`config.mk`:
```
export PLATFORM = sky130hd
export DESIGN_NAME = deque_with_index_read_and_search_top
export DESIGN_NICKNAME = d
export VERILOG_FILES = /design/src/hdl/deq_pkg.sv /design/src/hdl/deque_with_index_read_and_search_top.sv /design/src/hdl/deq_cell.sv
export VERILOG_INCLUDE_DIRS = /design/src /design/src/hdl
export SDC_FILE = /design/constraint.sdc
export NUM_CORES = 2
export LEC_CHECK = 0
export ABC_AREA = 1
export ABC_CLOCK_PERIOD_IN_PS = 3200
export BUFFER_PORTS_ARGS = -buffer_cell sky130_fd_sc_hd__buf_2
export CAP_MARGIN = 20
export CORE_AREA = 2 2 321 323
export DETAILED_ROUTE_END_ITERATION = 12
export DIE_AREA = 0 0 323 325
export MAX_ROUTING_LAYER = met4
export PLACE_DENSITY = 0.54
export SYNTH_ARGS = -nofsm -noshare
export SYNTH_HDL_FRONTEND = slang
export SYNTH_SLANG_ARGS = --single-unit
```
`constraint.sdc`:
```
create_clock -name clk -period 3.2 [get_ports clk]
set_input_delay 0.48 -clock clk [delete_from_list [all_inputs] [get_ports clk]]
set_output_delay 0.48 -clock clk [all_outputs]
set_load 0.05 [all_outputs]
```
`src/hdl/assert_macros.svh`:
```
// Assertion macros used by the deque top level.
`ifndef ASSERT_MACROS_SVH
`define ASSERT_MACROS_SVH

`ifndef SYNTHESIS
`define ASSERT_IMPLIES(label, clk, rstn, ante, cons) \
    label: assert property (@(posedge clk) disable iff (!rstn) (ante) |-> (cons)) \
        else $error("deque assertion failed");
`define ASSERT_NEXT(label, clk, rstn, ante, cons) \
    label: assert property (@(posedge clk) disable iff (!rstn) (ante) |=> (cons)) \
        else $error("deque assertion failed");
`else
`define ASSERT_IMPLIES(label, clk, rstn, ante, cons)
`define ASSERT_NEXT(label, clk, rstn, ante, cons)
`endif

`endif

```
`src/hdl/deq_pkg.sv`:
```
// Shared types and codes for the deque block.
`timescale 1ns / 1ps
package deq_pkg;

    typedef logic signed [31:0] word_t;

    localparam logic [1:0] CMD_PUSH_FRONT = 2'd0;
    localparam logic [1:0] CMD_PUSH_BACK  = 2'd1;
    localparam logic [1:0] CMD_READ       = 2'd2;
    localparam logic [1:0] CMD_SEARCH     = 2'd3;

    localparam logic [1:0] ST_OK       = 2'd0;
    localparam logic [1:0] ST_FULL     = 2'd1;
    localparam logic [1:0] ST_BADPOS   = 2'd2;
    localparam logic [1:0] ST_NOTFOUND = 2'd3;

    localparam word_t EMPTY_WORD = -32'sd1;

    typedef struct packed {
        logic load;
        logic shift;
        logic rotate;
    } cell_ctrl_t;

endpackage

```
`src/hdl/deque_with_index_read_and_search_top.sv`:
```
// Top level of the bounded deque with indexed read and search.
// Push front / push back: the result word is registered in the cycle after accept.
// Read and search: the walk rotates the cell chain once, each cell passing cell 0.
// Throughput: one push per cycle unless the result is stalled; a walk blocks input.
// Reset: asynchronous, clears size and control registers; cell contents are not cleared.
`timescale 1ns / 1ps
`include "assert_macros.svh"
module deque_with_index_read_and_search_top
    import deq_pkg::*;
#(
    parameter int DEPTH = 16
)
(
    input  logic        clk,
    input  logic        rst_n,
    input  logic        in_valid,
    output logic        in_ready,
    input  logic [1:0]  command,
    input  word_t       value,
    input  logic [3:0]  position,
    output logic        out_valid,
    input  logic        out_ready,
    output logic [1:0]  status,
    output word_t       read_value,
    output logic [3:0]  found_position,
    output logic [4:0]  size,
    output logic        is_empty,
    output word_t       front_value,
    output word_t       back_value
);

    localparam int IW = $clog2(DEPTH);
    localparam int CW = $clog2(DEPTH + 1);
    localparam int SW = (CW > 5) ? CW : 5;
    localparam int FW = (IW > 4) ? IW : 4;
    localparam int PW = (CW > 4) ? CW : 4;

    typedef enum logic {
        S_IDLE,
        S_WALK
    } state_t;

    state_t          state_reg, state_next;
    logic [CW-1:0]   count_reg, count_next;
    logic [IW-1:0]   step_reg, step_next;
    logic [1:0]      cmd_reg, cmd_next;
    word_t           val_reg, val_next;
    logic [3:0]      pos_reg, pos_next;
    logic            hit_reg, hit_next;
    logic [IW-1:0]   fpos_reg, fpos_next;
    word_t           rd_acc_reg, rd_acc_next;
    word_t           front_reg, front_next;
    word_t           back_reg, back_next;

    logic            out_valid_reg, out_valid_next;
    logic [1:0]      status_reg, status_next;
    word_t           read_value_reg, read_value_next;
    logic [3:0]      found_reg, found_next;
    logic [4:0]      size_reg, size_next;
    logic            empty_reg, empty_next;
    word_t           front_out_reg, front_out_next;
    word_t           back_out_reg, back_out_next;

    logic            shift_en, load_en, rotate_en;
    logic            accept, full, last_step, emit;
    logic            pos_ok, read_hit, match_now;
    logic [1:0]      emit_status;
    word_t           emit_rd;
    logic [IW-1:0]   emit_found;
    logic [FW-1:0]   found_wide;
    logic [SW-1:0]   size_wide;
    word_t           cell_data [DEPTH];

    genvar gi;
    generate
        for (gi = 0; gi < DEPTH; gi++)
        begin : g_cell
            cell_ctrl_t ctrl;
            word_t      prev_d;
            word_t      next_d;
            assign ctrl.load   = load_en && (count_reg == CW'(gi));
            assign ctrl.shift  = shift_en;
            assign ctrl.rotate = rotate_en;
            if (gi == 0)
            begin : g_first
                assign prev_d = value;
            end
            else
            begin : g_mid
                assign prev_d = cell_data[gi-1];
            end
            if (gi == DEPTH - 1)
            begin : g_last
                assign next_d = cell_data[0];
            end
            else
            begin : g_inner
                assign next_d = cell_data[gi+1];
            end
            deq_cell u_cell (
                .clk       (clk),
                .ctrl      (ctrl),
                .prev_data (prev_d),
                .next_data (next_d),
                .load_data (value),
                .data      (cell_data[gi])
            );
        end
    endgenerate

    assign in_ready  = (state_reg == S_IDLE) && (!out_valid_reg || out_ready);
    assign accept    = in_valid && in_ready;
    assign full      = (count_reg == CW'(DEPTH));
    assign last_step = (step_reg == IW'(DEPTH - 1));
    assign pos_ok    = (PW'(pos_reg) < PW'(count_reg));
    assign read_hit  = (PW'(step_reg) == PW'(pos_reg));
    assign match_now = !hit_reg && (CW'(step_reg) < count_reg) && (cell_data[0] == val_reg);

    always_comb
    begin
        state_next      = state_reg;
        count_next      = count_reg;
        step_next       = step_reg;
        cmd_next        = cmd_reg;
        val_next        = val_reg;
        pos_next        = pos_reg;
        hit_next        = hit_reg;
        fpos_next       = fpos_reg;
        rd_acc_next     = rd_acc_reg;
        front_next      = front_reg;
        back_next       = back_reg;
        out_valid_next  = out_valid_reg;
        status_next     = status_reg;
        read_value_next = read_value_reg;
        found_next      = found_reg;
        size_next       = size_reg;
        empty_next      = empty_reg;
        front_out_next  = front_out_reg;
        back_out_next   = back_out_reg;
        shift_en        = 1'b0;
        load_en         = 1'b0;
        rotate_en       = 1'b0;
        emit            = 1'b0;
        emit_status     = ST_OK;
        emit_rd         = '0;
        emit_found      = '0;
        found_wide      = '0;
        size_wide       = '0;

        if (out_valid_reg && out_ready)
        begin
            out_valid_next = 1'b0;
        end

        case (state_reg)
            S_IDLE:
            begin
                if (accept)
                begin
                    case (command)
                        CMD_PUSH_FRONT, CMD_PUSH_BACK:
                        begin
                            emit = 1'b1;
                            if (full)
                            begin
                                emit_status = ST_FULL;
                            end
                            else
                            begin
                                count_next = count_reg + CW'(1);
                                if (command == CMD_PUSH_FRONT)
                                begin
                                    shift_en   = 1'b1;
                                    front_next = value;
                                    if (count_reg == '0)
                                    begin
                                        back_next = value;
                                    end
                                end
                                else
                                begin
                                    load_en   = 1'b1;
                                    back_next = value;
                                    if (count_reg == '0)
                                    begin
                                        front_next = value;
                                    end
                                end
                            end
                        end
                        default:
                        begin
                            state_next  = S_WALK;
                            step_next   = '0;
                            cmd_next    = command;
                            val_next    = value;
                            pos_next    = position;
                            hit_next    = 1'b0;
                            fpos_next   = '0;
                            rd_acc_next = '0;
                        end
                    endcase
                end
            end
            S_WALK:
            begin
                rotate_en = 1'b1;
                step_next = step_reg + IW'(1);
                if (cmd_reg == CMD_READ)
                begin
                    if (read_hit)
                    begin
                        rd_acc_next = cell_data[0];
                    end
                end
                else if (match_now)
                begin
                    hit_next  = 1'b1;
                    fpos_next = step_reg;
                end
                if (last_step)
                begin
                    state_next = S_IDLE;
                    emit       = 1'b1;
                    if (cmd_reg == CMD_READ)
                    begin
                        emit_status = pos_ok ? ST_OK : ST_BADPOS;
                        if (pos_ok)
                        begin
                            emit_rd = read_hit ? cell_data[0] : rd_acc_reg;
                        end
                    end
                    else
                    begin
                        emit_status = (hit_reg || match_now) ? ST_OK : ST_NOTFOUND;
                        emit_found  = match_now ? step_reg : fpos_reg;
                    end
                end
            end
            default:
            begin
                state_next = S_IDLE;
            end
        endcase

        if (emit)
        begin
            found_wide      = FW'(emit_found);
            size_wide       = SW'(count_next);
            out_valid_next  = 1'b1;
            status_next     = emit_status;
            read_value_next = emit_rd;
            found_next      = found_wide[3:0];
            size_next       = size_wide[4:0];
            empty_next      = (count_next == '0);
            front_out_next  = (count_next == '0) ? EMPTY_WORD : front_next;
            back_out_next   = (count_next == '0) ? EMPTY_WORD : back_next;
        end
    end

    always_ff @(posedge clk or negedge rst_n)
    begin
        if (!rst_n)
        begin
            state_reg      <= S_IDLE;
            count_reg      <= '0;
            step_reg       <= '0;
            hit_reg        <= 1'b0;
            out_valid_reg  <= 1'b0;
            cmd_reg        <= '0;
            val_reg        <= '0;
            pos_reg        <= '0;
            fpos_reg       <= '0;
            rd_acc_reg     <= '0;
            front_reg      <= '0;
            back_reg       <= '0;
            status_reg     <= '0;
            read_value_reg <= '0;
            found_reg      <= '0;
            size_reg       <= '0;
            empty_reg      <= 1'b0;
            front_out_reg  <= '0;
            back_out_reg   <= '0;
        end
        else
        begin
            state_reg      <= state_next;
            count_reg      <= count_next;
            step_reg       <= step_next;
            hit_reg        <= hit_next;
            out_valid_reg  <= out_valid_next;
            cmd_reg        <= cmd_next;
            val_reg        <= val_next;
            pos_reg        <= pos_next;
            fpos_reg       <= fpos_next;
            rd_acc_reg     <= rd_acc_next;
            front_reg      <= front_next;
            back_reg       <= back_next;
            status_reg     <= status_next;
            read_value_reg <= read_value_next;
            found_reg      <= found_next;
            size_reg       <= size_next;
            empty_reg      <= empty_next;
            front_out_reg  <= front_out_next;
            back_out_reg   <= back_out_next;
        end
    end

    assign out_valid      = out_valid_reg;
    assign status         = status_reg;
    assign read_value     = read_value_reg;
    assign found_position = found_reg;
    assign size           = size_reg;
    assign is_empty       = empty_reg;
    assign front_value    = front_out_reg;
    assign back_value     = back_out_reg;

    `ASSERT_IMPLIES(a_walk_blocks_input, clk, rst_n, state_reg == S_WALK, !in_ready)
    `ASSERT_NEXT(a_count_holds, clk, rst_n, !accept, $stable(count_reg))
    `ASSERT_NEXT(a_walk_ends_in_word, clk, rst_n, state_reg == S_WALK && last_step, out_valid)
    `ASSERT_IMPLIES(a_count_bound, clk, rst_n, out_valid, count_reg <= CW'(DEPTH) && is_empty == (size == 5'd0))

endmodule

```
`src/hdl/deq_cell.sv`:
```
// One storage cell of the deque chain.
`timescale 1ns / 1ps
module deq_cell
    import deq_pkg::*;
(
    input  logic       clk,
    input  cell_ctrl_t ctrl,
    input  word_t      prev_data,
    input  word_t      next_data,
    input  word_t      load_data,
    output word_t      data
);

    word_t data_reg;
    word_t data_next;

    always_comb
    begin
        data_next = data_reg;
        if (ctrl.load)
        begin
            data_next = load_data;
        end
        else if (ctrl.shift)
        begin
            data_next = prev_data;
        end
        else if (ctrl.rotate)
        begin
            data_next = next_data;
        end
    end

    always_ff @(posedge clk)
    begin
        data_reg <= data_next;
    end

    assign data = data_reg;

endmodule

```
==> impl_metrics.env <==
export IMPL_crit_type="reg2reg"
export IMPL_fp_row_count=117
export IMPL_synth_seq_cells=770
export IMPL_worst_r2r_startpoint="count_reg[0]$_DFF_PN0_"
export IMPL_p_int_mw=28.5
export IMPL_num_fill_cells=10096
export IMPL_use_met2_pct=39.3
export IMPL_crit_path_max_fanout=44
export IMPL_power_share_clock_pct=20.7
export IMPL_cts_buffers_inserted=84
export IMPL_fin_skew_ps=21.5
export IMPL_critPathMaxStageDelay_ps=450
export IMPL_final_nets=4120
export IMPL_synthTopCellsByArea="edfxtp_1, dfrtp_1, nand2_1"
export IMPL_setup_tns_ps=0
export IMPL_crit_family="simple AND/OR/NAND/NOR gates"
export IMPL_irDropWorstVdd_v=0.000756
export IMPL_final_util_pct=41.9
export IMPL_htree_levels=3
export IMPL_overflow=0
export IMPL_drt_iter0_markers=3464
export IMPL_slew_headroom_pct=39.4
export IMPL_swShare_pct=39.8
export IMPL_die_w_um=323
export IMPL_dieArea_sq_um=105000
export IMPL_rsz0062_at_grt="false"
export IMPL_ys_warnings_count=0
export IMPL_drtAntennaViolNets=0
export IMPL_path_buf_inv=4
export IMPL_vias=29935
export IMPL_maxCapViolCount=0
export IMPL_cp_end_kind="flip-flop"
export IMPL_gp_congestion=0.939
export IMPL_period_minus_slack_ps=2920
export IMPL_synthFlopType="edfxtp_1"
export IMPL_power_frac_seq_pct=45.0
export IMPL_seq_area_sq_um=21800
export IMPL_largest_reg_flops=512
export IMPL_setup_violations=0
export IMPL_synth_seq_area_share_pct=58.7
export IMPL_fmax_ghz=0.342
export IMPL_clockBufferDepth=3
export IMPL_pwr_share_comb_pct=34.4
export IMPL_cp_common_cell="nand2_2"
export IMPL_via_per_inst=5.44
export IMPL_syn_cell_area_sq_um=37200
export IMPL_clock_sinks=770
export IMPL_synth_xor_area_share_pct=0.306
export IMPL_power_leakage_nw=17.8
export IMPL_synth_mux_area_share_pct=0
export IMPL_dp_hpwl_mm=90.2
export IMPL_grt_met3_usage_pct=3.11
export IMPL_clock_latency_ps=650
export IMPL_yosysTopAreaCell="edfxtp_1"
export IMPL_start_util_pct=36.7
export IMPL_slowest_stage="dfrtp_1"
export IMPL_grt_antenna_before_repair=9
export IMPL_synth_edf_count=512
export IMPL_worstMarginPinSlew_ps=908
export IMPL_first_pass_iters=6
export IMPL_synth_top_area_share_pct=41.3
export IMPL_synth_distinct_cells=38
export IMPL_path_clk_slew_ps=60
export IMPL_cp_startpoint="count_reg[0]$_DFF_PN0_"
export IMPL_syn_to_final_growth_pct=14.1
export IMPL_p_per_area_nw_per_um2=1110
export IMPL_ys_async_sr_fraction_pct=33.5
export IMPL_multi_input_area_sq_um=12800
export IMPL_min_path_type="in2reg"
export IMPL_synth_top_family_by_area="simple AND/OR/NAND/NOR gates"
export IMPL_grt_max_degree=73
export IMPL_required_ps=3520
export IMPL_pin_count=152
export IMPL_core_area_sq_um=101000
export IMPL_crit_path_start_kind="flip-flop"
export IMPL_root_buffer="clkbuf_16"
export IMPL_drv_slew=0
export IMPL_postCtsSetupBuffers=0
export IMPL_drive_gt1_share_pct=11.2
export IMPL_switchingPower_mw=18.8
export IMPL_wl_per_cell_um=23.2
export IMPL_first_global_vias=28671
export IMPL_port_buffers=151
export IMPL_synth_avg_cell_area_sq_um=9.30
export IMPL_layout_commonest_cell="nand2_1"
export IMPL_status="finished clean"
export IMPL_fp_dieH_um=325
export IMPL_synth_simple_gate_area_share_pct=16.8
export IMPL_syn_nets=4054
export IMPL_gr_max_usage_layer="met2"
export IMPL_wl_mm=128
export IMPL_hold_viol=0
export IMPL_drc=0
export IMPL_timing_final_crit_share_pct=91.3
export IMPL_synth_compound_area_share_pct=16.7
export IMPL_grt_usage_pct=24.8
export IMPL_cp_arrival_ps=3240
export IMPL_cp_cell_sequence="inv_1 -> ha_1 -> nand2_2 -> nor2_4 -> inv_2 -> nand2_4 -> nor2_2 -> nand4_1 -> buf_12 -> nand2_2 -> buf_4"
export IMPL_layout_common_cells="nand2_1, edfxtp_1, nor2_1"
export IMPL_worstHoldStart="position[0]"
export IMPL_cts_tree="yes"
export IMPL_grt_pass1_wl_mm=190
export IMPL_grt_use_met1_pct=33.5
export IMPL_synthAdderAreaFrac_pct=0.404
export IMPL_synthCells=4000
## worst reg2reg max path: cells and delay by family (launching register included)
| family | cells | cell delay, ps |
|---|---|---|
| AND/OR/NAND/NOR | 6 | 1030 |
| buffers and inverters | 4 | 770 |
| flip-flops | 1 | 450 |
| adder cells (fa/ha/maj) | 1 | 310 |
## area by class of cell
class | instances | area share, %
Clock buffer | 108 | 5.63
Tap cell | 1368 | 4.03
Inverter | 297 | 2.66
Timing Repair Buffer | 292 | 5.25
Multi-Input combinational cell | 2621 | 30.2
Clock inverter | 44 | 0.799
Antenna cell | 3 | 0.0177
Sequential cell | 770 | 51.4
## repair_timing
action / CTS / global route
hold buffers: 1 / 0
gates resized for setup: 0 / 0
endpoints found under the setup margin: 0 / 0
endpoints found under the hold margin: 68 / 0
## synthesized netlist by cell type (all sizes together) (13+ instances only)
cell type  instances
a21oi             67
edfxtp           512
a31oi            139
nand3             27
dfrtp            258
o22ai             64
xnor2             13
o21ai            455
buf              181
or2               95
nand2            909
nor2             504
nand4             19
clkbuf           131
inv              296
o211ai           310
## path summary, 6_finish.rpt
check,cells past startpoint,slack (ps),end
setup / recovery,11,280,g_cell[8].u_cell.data[29]$_DFFE_PP_
hold / removal,3,40,pos_reg[0]$_DFFE_PN0P_
setup reg to reg,11,280,g_cell[8].u_cell.data[29]$_DFFE_PP_
hold reg to reg,2,460,cmd_reg[1]$_DFFE_PN0P_
max in group asynchronous,3,2000,back_reg[15]$_DFF_PN0_
min in group asynchronous,2,410,front_value[23]$_DFFE_PN0P_
## cells by family (layout without fill, tap and decap cells)
family	Yosys count	after routing
simple gates	1559	1559
compound gates	1037	1037
flops	770	770
buf+inv	609	741
xor+xnor	13	13
fa+ha+maj	12	12
other cells	0	3
## routing by layer
layer	part of all wire (%)	vias to the layer above
met2	47	1154
li1	-	13871
met5	0	-
met3	6.7	184
met1	43	14726
met4	2.7	0
## power by group through the flow
stage / logic [mW] / registers (mW) / clock network [mW]
after CTS: 16.3 / 21.3 / 9.92
after floorplan: 9.22 / 21.8 / 0
after detailed placement: 16.2 / 21.3 / 0
final: 16.3 / 21.2 / 9.76
after global routing: 18.0 / 21.7 / 10.3
after global placement: 15.9 / 21.3 / 0
## stage by stage
| step | setup WS [ps] | power (mW) | std cells | hold WS (ps) | cell area, sq um |
|---|---|---|---|---|---|
| floorplan | 336 | 31.1 | 4000 | 184 | 37200 |
| global placement | 367 | 37.3 | 5347 | 441 | 39700 |
| detailed placement | 336 | 37.5 | 5347 | 441 | 39700 |
| CTS | 326 | 47.4 | 5500 | 4.62 | 42400 |
| global route | 112 | 50.0 | 5500 | 44.0 | 42400 |
| finish | 278 | 47.3 | 5503 | 39.4 | 42500 |
Power figures use the tool's default switching activity.
